File: config.mk
export PLATFORM = sky130hd
export DESIGN_NAME = adc_running_min_max_mean_top
export DESIGN_NICKNAME = d
export VERILOG_FILES = /design/src/hdl/arms_pkg.sv /design/src/hdl/arms_stats.sv /design/src/hdl/arms_mul.sv /design/src/hdl/arms_div.sv /design/src/hdl/adc_running_min_max_mean_top.sv
export SDC_FILE = /design/constraint.sdc
export NUM_CORES = 1
export LEC_CHECK = 0
export BUFFER_PORTS_ARGS = -buffer_cell sky130_fd_sc_hd__buf_2
export CORE_MARGIN = 2
export CORE_UTILIZATION = 56
export CTS_CLUSTER_DIAMETER = 100
export DETAILED_ROUTE_END_ITERATION = 6
export PLACE_DENSITY_LB_ADDON = 0.05
export SYNTH_ARGS = -nofsm -noshare
export SYNTH_HDL_FRONTEND = slang
export SYNTH_SLANG_ARGS = --single-unit
File: constraint.sdc
create_clock -name clk -period 11.75 [get_ports clk]
set_clock_uncertainty 0.15 [all_clocks]
set_input_delay 2.9375 -clock clk [delete_from_list [all_inputs] [get_ports clk]]
set_output_delay 2.9375 -clock clk [all_outputs]
set_load 0.005 [all_outputs]
File: src/hdl/arms_pkg.sv
// Shared widths, constants, state encoding and control bundles for the
// running min/max/mean block. No dependencies; every other file imports it.

package arms_pkg;

	// field and datapath widths
	localparam int CODE_W = 10;                 // converter code
	localparam int CNT_W  = 16;                 // sample counter
	localparam int FS_W   = 16;                 // full-scale register
	localparam int MV_W   = 16;                 // millivolt result
	localparam int SUM_W  = CODE_W + CNT_W;     // running sum of codes
	localparam int DEN_W  = CODE_W + CNT_W;     // divisor, 1023 * count
	localparam int NUM_W  = SUM_W + FS_W;       // product fed to the divider
	localparam int STEP_N = (FS_W > MV_W) ? FS_W : MV_W;
	localparam int STEP_W = $clog2(STEP_N);
	localparam int IN_W   = 16;                 // slave tdata, byte padded
	localparam int OUT_W  = 88;                 // master tdata, byte padded
	localparam int LANES  = 4;

	localparam logic [CODE_W-1:0] CODE_MAX = '1;            // full-scale code
	localparam logic [FS_W-1:0]   FS_RESET = FS_W'(5000);
	localparam logic [MV_W-1:0]   SHOWN_MAX = '1;

	// lane assignment of the multiply/divide datapath
	localparam int LN_SAMPLE = 0;
	localparam int LN_MEAN   = 1;
	localparam int LN_MIN    = 2;
	localparam int LN_MAX    = 3;

	typedef enum logic [2:0] {
		ST_IDLE,
		ST_MUL,
		ST_LOAD,
		ST_DIV,
		ST_DONE
	} state_t;

	typedef struct packed {
		logic clr;
		logic step;
	} mul_ctl_t;

	typedef struct packed {
		logic load;
		logic step;
	} div_ctl_t;

endpackage

File: src/hdl/arms_stats.sv
// Running statistics registers: sample count, code sum, min and max codes.
// Depends on arms_pkg.

module arms_stats (
	input  logic                        clk,
	input  logic                        arst_n,
	input  logic                        upd,
	input  logic [arms_pkg::CODE_W-1:0] code,
	output logic [arms_pkg::CNT_W-1:0]  count_q,
	output logic [arms_pkg::SUM_W-1:0]  sum_q,
	output logic [arms_pkg::CODE_W-1:0] min_q,
	output logic [arms_pkg::CODE_W-1:0] max_q,
	output logic                        sat
);
	import arms_pkg::*;

	logic at_limit;

	// count and sum freeze once the counter is full
	assign at_limit = (count_q == {CNT_W{1'b1}});
	assign sat      = at_limit;

	always_ff @(posedge clk or negedge arst_n) begin
		if (!arst_n) begin
			count_q <= '0;
			sum_q   <= '0;
			min_q   <= CODE_MAX;
			max_q   <= '0;
		end else if (upd) begin
			if (!at_limit) begin
				count_q <= count_q + CNT_W'(1);
				sum_q   <= sum_q + SUM_W'(code);
			end
			if (code < min_q) begin
				min_q <= code;
			end
			if (code > max_q) begin
				max_q <= code;
			end
		end
	end

endmodule

File: src/hdl/arms_mul.sv
// Bit-serial shift-add multiplier lane: one multiplier bit per cycle while step
// is set, MSB first. Depends on arms_pkg.

module arms_mul (
	input  logic                       clk,
	input  arms_pkg::mul_ctl_t         ctl,
	input  logic [arms_pkg::SUM_W-1:0] a,
	input  logic                       b,
	output logic [arms_pkg::NUM_W-1:0] prod_q
);
	import arms_pkg::*;

	logic [NUM_W-1:0] addend;

	assign addend = b ? NUM_W'(a) : '0;

	// accumulate: prod = 2*prod + b*a
	always_ff @(posedge clk) begin
		if (ctl.clr) begin
			prod_q <= '0;
		end else if (ctl.step) begin
			prod_q <= {prod_q[NUM_W-2:0], 1'b0} + addend;
		end
	end

endmodule

File: src/hdl/arms_div.sv
// Restoring radix-2 divider lane: one quotient bit per cycle while step is set.
// Needs num < den * 2^MV_W so the quotient fits MV_W bits. Depends on arms_pkg.

module arms_div (
	input  logic                       clk,
	input  arms_pkg::div_ctl_t         ctl,
	input  logic [arms_pkg::NUM_W-1:0] num,
	input  logic [arms_pkg::DEN_W-1:0] den,
	output logic [arms_pkg::MV_W-1:0]  quo
);
	import arms_pkg::*;

	logic [DEN_W-1:0] rem_q;
	logic [DEN_W-1:0] den_q;
	logic [MV_W-1:0]  bits_q;   // low numerator bits out, quotient bits in
	logic [DEN_W:0]   trial;
	logic [DEN_W+1:0] diff;
	logic             ge;

	// shift in next numerator bit and try a subtract
	assign trial = {rem_q, bits_q[MV_W-1]};
	assign diff  = {1'b0, trial} - {2'b00, den_q};
	assign ge    = !diff[DEN_W+1];
	assign quo   = bits_q;

	always_ff @(posedge clk) begin
		if (ctl.load) begin
			rem_q  <= DEN_W'(num[NUM_W-1:MV_W]);
			bits_q <= num[MV_W-1:0];
			den_q  <= den;
		end else if (ctl.step) begin
			rem_q  <= ge ? diff[DEN_W-1:0] : trial[DEN_W-1:0];
			bits_q <= {bits_q[MV_W-2:0], ge};
		end
	end

endmodule

File: src/hdl/adc_running_min_max_mean_top.sv
// Top level of the running min/max/mean block: stream ports, sequencer,
// statistics registers and four serial multiply/divide lanes.
// Depends on arms_pkg, arms_stats, arms_mul, arms_div.
//
// channel   | handshake                     | payload
// ----------+-------------------------------+----------------------------------
// s_axis    | s_axis_tvalid / s_axis_tready | tdata: sample_code
// m_axis    | m_axis_tvalid / m_axis_tready | tdata: sample, mean, min, max mV,
//           |                               |        samples_counted, saturated
// cfg       | cfg_wen                       | cfg_wdata: full_scale_mv
//
// After a sample is accepted, the block multiplies the lane operands by full
// scale bit-serially, loads the dividers, runs restoring division (all four lanes
// in parallel) and then writes the result to the output register. No new sample
// is taken until the result is published; a stalled result holds the block in
// its final state until the output register frees up.
// Reset is asynchronous; it clears the statistics and sets full scale to 5000.

module adc_running_min_max_mean_top (
	input  logic                          clk,
	input  logic                          arst_n,
	input  logic                          s_axis_tvalid,
	output logic                          s_axis_tready,
	input  logic [arms_pkg::IN_W-1:0]     s_axis_tdata,  // [9:0] sample_code
	output logic                          m_axis_tvalid,
	input  logic                          m_axis_tready,
	// [15:0] sample_mv, [31:16] mean_mv, [47:32] min_mv, [63:48] max_mv,
	// [79:64] samples_counted, [80] count_saturated, rest zero
	output logic [arms_pkg::OUT_W-1:0]    m_axis_tdata,
	input  logic                          cfg_wen,
	input  logic [arms_pkg::FS_W-1:0]     cfg_wdata      // full_scale_mv
);
	import arms_pkg::*;

	state_t              state_q, state_nxt;
	logic [FS_W-1:0]     full_scale_q;
	logic [FS_W-1:0]     fs_sh_q;
	logic [CODE_W-1:0]   code_q;
	logic [STEP_W-1:0]   cnt_q;
	logic                last_step;
	logic                in_acc;
	logic                out_free;
	logic                m_valid_q;
	logic [OUT_W-1:0]    m_data_q;
	mul_ctl_t            mul_ctl;
	div_ctl_t            div_ctl;
	logic                publish;

	logic [CNT_W-1:0]    count;
	logic [SUM_W-1:0]    sum;
	logic [CODE_W-1:0]   min_code;
	logic [CODE_W-1:0]   max_code;
	logic                sat;
	logic [MV_W-1:0]     shown;
	logic [CNT_W+MV_W-1:0] count_ext;
	logic [DEN_W-1:0]    den_mean;

	logic [SUM_W-1:0]    lane_a   [LANES];
	logic [DEN_W-1:0]    lane_den [LANES];
	logic [NUM_W-1:0]    lane_prod[LANES];
	logic [MV_W-1:0]     lane_quo [LANES];

	assign in_acc    = s_axis_tvalid && s_axis_tready;
	assign out_free  = !m_valid_q || m_axis_tready;
	assign last_step = (cnt_q == STEP_W'(STEP_N - 1));

	// statistics
	arms_stats u_stats (
		.clk     (clk),
		.arst_n  (arst_n),
		.upd     (in_acc),
		.code    (s_axis_tdata[CODE_W-1:0]),
		.count_q (count),
		.sum_q   (sum),
		.min_q   (min_code),
		.max_q   (max_code),
		.sat     (sat)
	);

	// mean divisor 1023 * count = count * 1024 - count
	assign den_mean = DEN_W'({count, {CODE_W{1'b0}}}) - DEN_W'(count);

	// reported count saturates at the field maximum
	assign count_ext = (CNT_W+MV_W)'(count);
	assign shown     = (count_ext > (CNT_W+MV_W)'(SHOWN_MAX)) ? SHOWN_MAX
	                                                          : count_ext[MV_W-1:0];

	// lane operands
	always_comb begin
		lane_a[LN_SAMPLE]   = SUM_W'(code_q);
		lane_a[LN_MEAN]     = sum;
		lane_a[LN_MIN]      = SUM_W'(min_code);
		lane_a[LN_MAX]      = SUM_W'(max_code);
		lane_den[LN_SAMPLE] = DEN_W'(CODE_MAX);
		lane_den[LN_MEAN]   = den_mean;
		lane_den[LN_MIN]    = DEN_W'(CODE_MAX);
		lane_den[LN_MAX]    = DEN_W'(CODE_MAX);
	end

	// multiply then divide lanes
	for (genvar i = 0; i < LANES; i++) begin : g_lane
		arms_mul u_mul (
			.clk    (clk),
			.ctl    (mul_ctl),
			.a      (lane_a[i]),
			.b      (fs_sh_q[FS_W-1]),
			.prod_q (lane_prod[i])
		);

		arms_div u_div (
			.clk (clk),
			.ctl (div_ctl),
			.num (lane_prod[i]),
			.den (lane_den[i]),
			.quo (lane_quo[i])
		);
	end

	// sequencer next state
	always_comb begin
		state_nxt = state_q;
		case (state_q)
			ST_IDLE: begin
				if (s_axis_tvalid) begin
					state_nxt = ST_MUL;
				end
			end
			ST_MUL: begin
				if (last_step) begin
					state_nxt = ST_LOAD;
				end
			end
			ST_LOAD: begin
				state_nxt = ST_DIV;
			end
			ST_DIV: begin
				if (last_step) begin
					state_nxt = ST_DONE;
				end
			end
			ST_DONE: begin
				if (out_free) begin
					state_nxt = ST_IDLE;
				end
			end
			default: begin
				state_nxt = ST_IDLE;
			end
		endcase
	end

	// sequencer outputs
	always_comb begin
		s_axis_tready = 1'b0;
		mul_ctl       = '0;
		div_ctl       = '0;
		publish       = 1'b0;
		case (state_q)
			ST_IDLE: begin
				s_axis_tready = 1'b1;
				mul_ctl.clr   = 1'b1;
			end
			ST_MUL: begin
				mul_ctl.step = 1'b1;
			end
			ST_LOAD: begin
				div_ctl.load = 1'b1;
			end
			ST_DIV: begin
				div_ctl.step = 1'b1;
			end
			ST_DONE: begin
				publish = out_free;
			end
			default: begin
				s_axis_tready = 1'b0;
			end
		endcase
	end

	// control registers
	always_ff @(posedge clk or negedge arst_n) begin
		if (!arst_n) begin
			state_q      <= ST_IDLE;
			full_scale_q <= FS_RESET;
			cnt_q        <= '0;
			m_valid_q    <= 1'b0;
		end else begin
			state_q <= state_nxt;
			if (cfg_wen) begin
				full_scale_q <= cfg_wdata;
			end
			if (in_acc || div_ctl.load) begin
				cnt_q <= '0;
			end else if (mul_ctl.step || div_ctl.step) begin
				cnt_q <= cnt_q + STEP_W'(1);
			end
			if (publish) begin
				m_valid_q <= 1'b1;
			end else if (m_axis_tready) begin
				m_valid_q <= 1'b0;
			end
		end
	end

	// payload registers
	always_ff @(posedge clk) begin
		if (in_acc) begin
			code_q  <= s_axis_tdata[CODE_W-1:0];
			fs_sh_q <= full_scale_q;
		end else if (mul_ctl.step) begin
			fs_sh_q <= {fs_sh_q[FS_W-2:0], 1'b0};
		end
		if (publish) begin
			m_data_q <= OUT_W'({sat, shown, lane_quo[LN_MAX], lane_quo[LN_MIN],
			                    lane_quo[LN_MEAN], lane_quo[LN_SAMPLE]});
		end
	end

	assign m_axis_tvalid = m_valid_q;
	assign m_axis_tdata  = m_data_q;

endmodule

==> qor.yml, run 1 <==
clk_pin_slew_ns: 0.06
cellPowerDensity_nw_per_um2: 265.0
ir_drop_uv: 151.6
globalplace.congestion: 0.8595
yosys_register_bits: 555
path_max_fanout: 7
cts_buffer_depth: 3
setup_violations: 0
crit_required_ns: 12.10
ys.flop_type: "edfxtp_1"
post_cts_resized: 0
synth_area_leaders: "edfxtp_1, dfxtp_1, nand2_1, dfrtp_1, xnor2_1"
core_um2: 51510
syn_area_per_cell_um2: 9.819
finalNetCount: 3209
crit_type: "input port to flop"
start_kind: "input port"
grt_pass1_vias: 21450
fin_cells: 3776
viasPerCell: 5.791
postCtsHoldBufs: 0
max_cap_violations: 0
io_pins: 127
yosys.area.top_type_share_pct: 30.83
whs_path_depth: 0
timing.rr.end: "g_lane[1].u_mul.prod_q[41]"
ff2ff_path_depth: 12
async_flop_share_pct: 15.50
synth_edf_count: 301
drive_gt1_share_pct: 10.43
grt_pass1_wl_um: 109600
overflow: 0
synth_common_cells: "nand2_1, edfxtp_1, o21ai_0, xnor2_1, dfxtp_1"
dp_hpwl_um: 45400
grt_max_degree: 107
gr-usage-all-layers_pct: 24.91
fmax_ghz: 0.1908
syn_inst: 2986
fin_crit_sh_pct: 44.61
antenna_found_initial: 0
timing.rr.start: "fs_sh_q[15]"
clockRootBuffer: "clkbuf_16"
syn-cell-area_um2: 29320
report.final.slew_viol_count: 0
portBuffers: 113
placedCellCount: 3668
end_kind: "flop"
dieArea_um2: 54200
dieHeight_um: 232.8
hp-start: "g_lane[2].u_div.quo[6]"
status: "finished, final reports clean"
cts_tree: "yes"
std_cell_rows: 83
insertion_delay_ns: 0.63
start_util_pct: 56.92
postCtsSetupRepairBufs: 0
rsz0062_at_grt: "no"
ys_types: 86
min_period_ns: 5.241
yosys_warnings: 0
diodes: 0
critPathArrivalTime_ns: 5.59
hold_end: "m_axis_tdata[38]"
cts_buffers: 57
relSlewSlack_pct: 15.44
drtPass1Iterations: 7
vias: 21870
r2r_slack_ns: 7.53
finalSetupTns_ns: 0
worst_pin_slew_ns: 1.266
drt-initial-drc-count: 1511
htree_levels: 2
antenna_left: 0
clock-sinks: 555
drcViolationCount: 0
syn_to_final_growth_pct: 10.43
hp-class: "flop to flop"
yosys.area.top_type: "edfxtp_1"
totalWireLength_um: 67140
synth_most_common_cell: "nand2_1"
ys_seq_area_share_pct: 49.70
post_drt_wl_per_cell_um: 17.78
die_w_um: 232.8
p_leak_uw: 0.01262
hold_viol_final: 0
-- layout make-up --
class / count / area, um^2
Clock inverter: 41 / 467.9
Clock buffer: 67 / 1515
Multi-Input combinational cell: 2195 / 13850
Sequential cell: 555 / 14570
Fill cell: 4322 / 19130
Timing Repair Buffer: 134 / 725.7
Inverter: 104 / 395.4
Tap cell: 680 / 850.8
-- how the worst max path moves through the flow --
stage,startpoint,endpoint,slack (ns),cells past startpoint
after global routing,s_axis_tdata[0],u_stats.sum_q[22],6.38,11
final,s_axis_tdata[0],u_stats.sum_q[20],6.51,11
after detailed placement,s_axis_tdata[0],u_stats.sum_q[20],5.93,11
after floorplan,state_q[1],g_lane[1].u_div.den_q[0],0.21,7
after CTS,s_axis_tdata[0],u_stats.sum_q[20],6.56,11
after global placement,s_axis_tdata[0],u_stats.sum_q[24],5.99,11
-- kinds of logic (layout without fill, tap and decap cells) --
family	after synthesis	after routing	synth area share (%)
AND/OR/NAND/NOR	1151	1151	18.62
flip-flops	555	555	49.70
multiplexers	55	55	2.044
adder cells (fa/ha/maj)	125	125	5.488
buffers and inverters	242	346	3.247
AO/OA/AOI/OAI	571	571	12.34
XOR/XNOR	286	286	8.543
other	1	7	0.01279
-- stage by stage --
| step | hold WS [ns] | util, % | cell area [um^2] | power, uW | worst slack, ns |
|---|---|---|---|---|---|
| 3_3_place_gp | 0.2837 | 59.01 | 30390 | 6540 | 5.986 |
| 5_1_grt | 0.3133 | 62.86 | 32380 | 9195 | 6.383 |
| 3_5_place_dp | 0.2843 | 59.01 | 30390 | 6678 | 5.930 |
| 4_1_cts | 0.2964 | 62.86 | 32380 | 8619 | 6.563 |
| 2_1_floorplan | 0.2731 | - | 29340 | 5908 | 0.2076 |
| 6_report | 0.2965 | 62.86 | 32380 | 8580 | 6.509 |
-- metal layers --
layer	global-route usage [%]	wire, um	vias up
li1	-	-	10750
met3	3.493	3069	83
met2	40.79	31370	464
met1	34.82	31320	10570
met4	6.549	1373	0
met5	0	0	-
-- cells in the final DEF, fill, tap and decap left out, types with 48 or more instances in the layout --
cell and instances:
nand2_1 579, edfxtp_1 301, o21ai_0 215, xnor2_1 180, dfxtp_1 168, nor2_1 120
ha_1 119, buf_2 112, xor2_1 106, inv_1 103, nand3_1 96, a21oi_1 92
dfrtp_1 71, and2_1 63, clkbuf_16 58, nor3_1 54, and3_1 48
-- where the power goes --
| group | internal, uW | switching (uW) | leakage (uW) |
|---|---|---|---|
| clock | 1120 | 785 | 0.000954 |
| sequential | 2970 | 639 | 0.00523 |
| combinational | 1250 | 1810 | 0.00644 |
| total | 5350 | 3230 | 0.0126 |
-- registers in the layout, summed over array words and instances (netlist names) --
register             flops
m_axis_tvalid            1
full_scale_q            16
g_lane.u_mul.prod_q    168
g_lane.u_div.rem_q     104
g_lane.u_div.quo        64
u_stats.sum_q           26
u_stats.max_q           10
fs_sh_q                 16
state_q                  3
cnt_q                    4
u_stats.min_q           10
m_axis_tdata            81
code_q                  10
g_lane.u_div.den_q      26
u_stats.count_q         16
-- worst max-delay path, stage by stage --
cell      delay, ns
buf_2          0.14
ha_1           0.23
fa_1           0.40
a21o_1         0.18
a21oi_1        0.22
o21bai_1       0.10
a21oi_1        0.24
o21ai_0        0.23
a21oi_1        0.59
nor3_1         0.14
xor2_1         0.18
Power figures use the tool's default switching activity.
==> run 2: changes to the inputs <==
ABC_AREA = 1   (was default)
CORE_UTILIZATION = 60   (was 56)
clock period = 4.9 ns   (was 11.75 ns; I/O delays follow)
==> run 2 against run 1 <==
  * Highest routed layer is now met5
  * Critical path type is now flop to output pin
  * Die area grew 11%
  * Sequential share of layout area down 6.6 points
  * Wire length grew 42%
  * Final cell count up 51%
==> qor.yml, run 2 <==
status: "finished, final reports clean"
timing.rr.end: "u_stats.max_q[2]"
synth_mux_area_share_pct: 0
ys_seq_area_share_pct: 41.87
hold_viol_final: 0
max_stage_delay_ns: 0.54
insertion_delay_ns: 0.64
diodes: 0
core_um2: 57480
dp_slack_ns: 0.8365
antenna_left: 0
drtPass1Iterations: 6
syn_to_final_growth_pct: 8.893
yosys.area_share.simple_pct: 29.49
synth_area_leaders: "edfxtp_1, nand2_1, dfxtp_1, inv_1, nand3_1"
finalInstanceArea_um2: 37900
p_leak_uw: 0.01826
synth_common_cells: "nand2_1, inv_1, nand3_1, nor2_1, edfxtp_1"
yosys.area.top_type_share_pct: 25.97
postCtsSetupRepairBufs: 0
gr-usage-all-layers_pct: 31.51
start_kind: "flop"
yosys_warnings: 0
cts_buffers: 58
viasPerCell: 5.482
synthXorXnorAreaFrac_pct: 3.749
top_register: "g_lane.u_mul.prod_q"
hp-class: "flop to flop"
max_cap_violations: 0
fin_ws_ns: 0.9987
final_common_cell: "nand2_1"
fin_crit_sh_pct: 79.62
ff2ff_path_depth: 8
synth-compound-area-share_pct: 10.20
grt_pass1_vias: 29200
yosys_register_bits: 555
dp_hpwl_um: 69050
crit_required_ns: 3.52
power_uw: 26440
synth_top_family_by_area: "simple AND/OR/NAND/NOR gates"
overflow: 0
placed_cell_area_um2: 35920
finalSetupTns_ns: 0
slowest_stage: "buf_4"
post_cts_resized: 0
dieHeight_um: 244.9
rsz0062_at_grt: "no"
min_period_ns: 3.901
r2r_slack_ns: 1.43
path_max_fanout: 40
dieArea_um2: 59960
cts_tree: "yes"
ys_types: 58
layout_common_cells: "nand2_1, inv_1, nand3_1"
fmax_ghz: 0.2563
timing.rr.start: "state_q[2]"
vias: 31240
postCtsHoldBufs: 0
whs_path_depth: 0
finalNetCount: 5047
setup_violations: 0
synth_most_common_cell: "nand2_1"
synth-adder-area-share_pct: 4.623
die_w_um: 244.9
cellPowerDensity_nw_per_um2: 697.5
synth_edf_count: 301
worst_pin_slew_ns: 1.151
yosys.area.top_type: "edfxtp_1"
critPathArrivalTime_ns: 2.53
utilization_pct: 65.95
async_flop_share_pct: 15.50
clk_pin_slew_ns: 0.06
post_drt_wl_per_cell_um: 16.67
drive_gt1_share_pct: 5.938
grt_pass1_wl_um: 152400
cts_buffer_depth: 3
ir_drop_uv: 557.1
start_util_pct: 60.56
path_cells: "inv_2 -> nand2_2 -> buf_4 -> inv_4 -> buf_2"
syn-cell-area_um2: 34810
grt_max_degree: 194
syn_area_per_cell_um2: 7.222
drt-initial-drc-count: 2688
clockRootBuffer: "clkbuf_16"
totalWireLength_um: 95000
relSlewSlack_pct: 23.24
crit_type: "flop to output pin"
drcViolationCount: 0
hold_end: "m_axis_tdata[60]"
clock-sinks: 555
end_kind: "output pin"
io_pins: 127
globalplace.congestion: 0.9680
ys.flop_type: "edfxtp_1"
antenna_found_initial: 2
htree_levels: 2
portBuffers: 113
syn_inst: 4820
largest_reg_flops: 168
std_cell_rows: 88
hp-start: "g_lane[3].u_div.quo[12]"
report.final.slew_viol_count: 0
[run 2: changes by cell type in the layout (fill, tap and decap cells not counted), moves of 38 or more]
| cell | previous run | this run |
|---|---|---|
| nand2_1 | 579 | 1348 |
| inv_1 | 103 | 749 |
| nand3_1 | 96 | 472 |
| nor2_1 | 120 | 370 |
| a21oi_1 | 92 | 271 |
| xnor2_1 | 180 | 51 |
| o21ai_0 | 215 | 299 |
| and2_1 | 63 | 2 |
| and3_1 | 48 | 1 |
| mux2_2 | 39 | 0 |
| a21o_1 | 44 | 6 |
| nor3_1 | 54 | 92 |
[run 2: layout make-up]
class | count | area [um^2]
clock buffers | 74 | 1573
well taps | 765 | 957.2
repair buffers | 131 | 740.7
inverters | 764 | 2875
multi-input cells | 3375 | 16780
clock inverters | 35 | 407.9
flip-flops and latches | 555 | 14570
fillers | 5210 | 19570
[run 2: report_power, final]
| group | switching, uW | internal, uW | total [uW] |
|---|---|---|---|
| logic | 8380 | 4070 | 12500 |
| registers | 1670 | 7660 | 9330 |
| clock network | 1920 | 2730 | 4650 |
[run 2: metrics by stage]
step                std cells  hold slack, ns
global placement         5590          0.2819
global route             5699          0.3119
finish                   5699          0.2943
floorplan                4826          0.2696
detailed placement       5590          0.2867
CTS                      5699          0.2979
[run 2: cells by family (layout without fill, tap and decap cells)]
| family | count (synthesis) | after routing |
|---|---|---|
| simple gates | 2426 | 2426 |
| buf+inv | 896 | 1004 |
| compound gates | 668 | 668 |
| flops | 555 | 555 |
| xor+xnor | 149 | 149 |
| fa+ha+maj | 125 | 125 |
| other cells | 1 | 7 |
[run 2: how the worst max path moves through the flow]
| stage | slack [ns] | depth (start not counted) | to | start |
|---|---|---|---|---|
| finish | 1.0 | 5 | s_axis_tready | state_q[1] |
| global route | 0.93 | 5 | s_axis_tready | state_q[1] |
| CTS | 1.00 | 5 | s_axis_tready | state_q[1] |
| detailed placement | 0.84 | 8 | u_stats.max_q[2] | s_axis_tvalid |
| global placement | 0.84 | 8 | u_stats.max_q[5] | s_axis_tvalid |
| floorplan | 0.93 | 2 | m_axis_tdata[0] | m_axis_tready |
[run 2: layer usage]
| metal | wire length, um | vias up | part of all wire, % | track usage [%] |
|---|---|---|---|---|
| met1 | 44130 | 14310 | 46 | 45.53 |
| met2 | 42180 | 1002 | 44 | 49.60 |
| met4 | 2558 | 2 | 2.7 | 9.128 |
| met3 | 6125 | 163 | 6.4 | 4.166 |
| li1 | - | 15770 | - | - |
| met5 | 13 | - | 0.014 | 0 |
[run 2: critical path, delay by kind of cell, from the launching register on]
kind                   cells  cell delay [ns]
buffers and inverters      4             1.26
and+or+nand+nor            1             0.11
DFF                        1             0.46
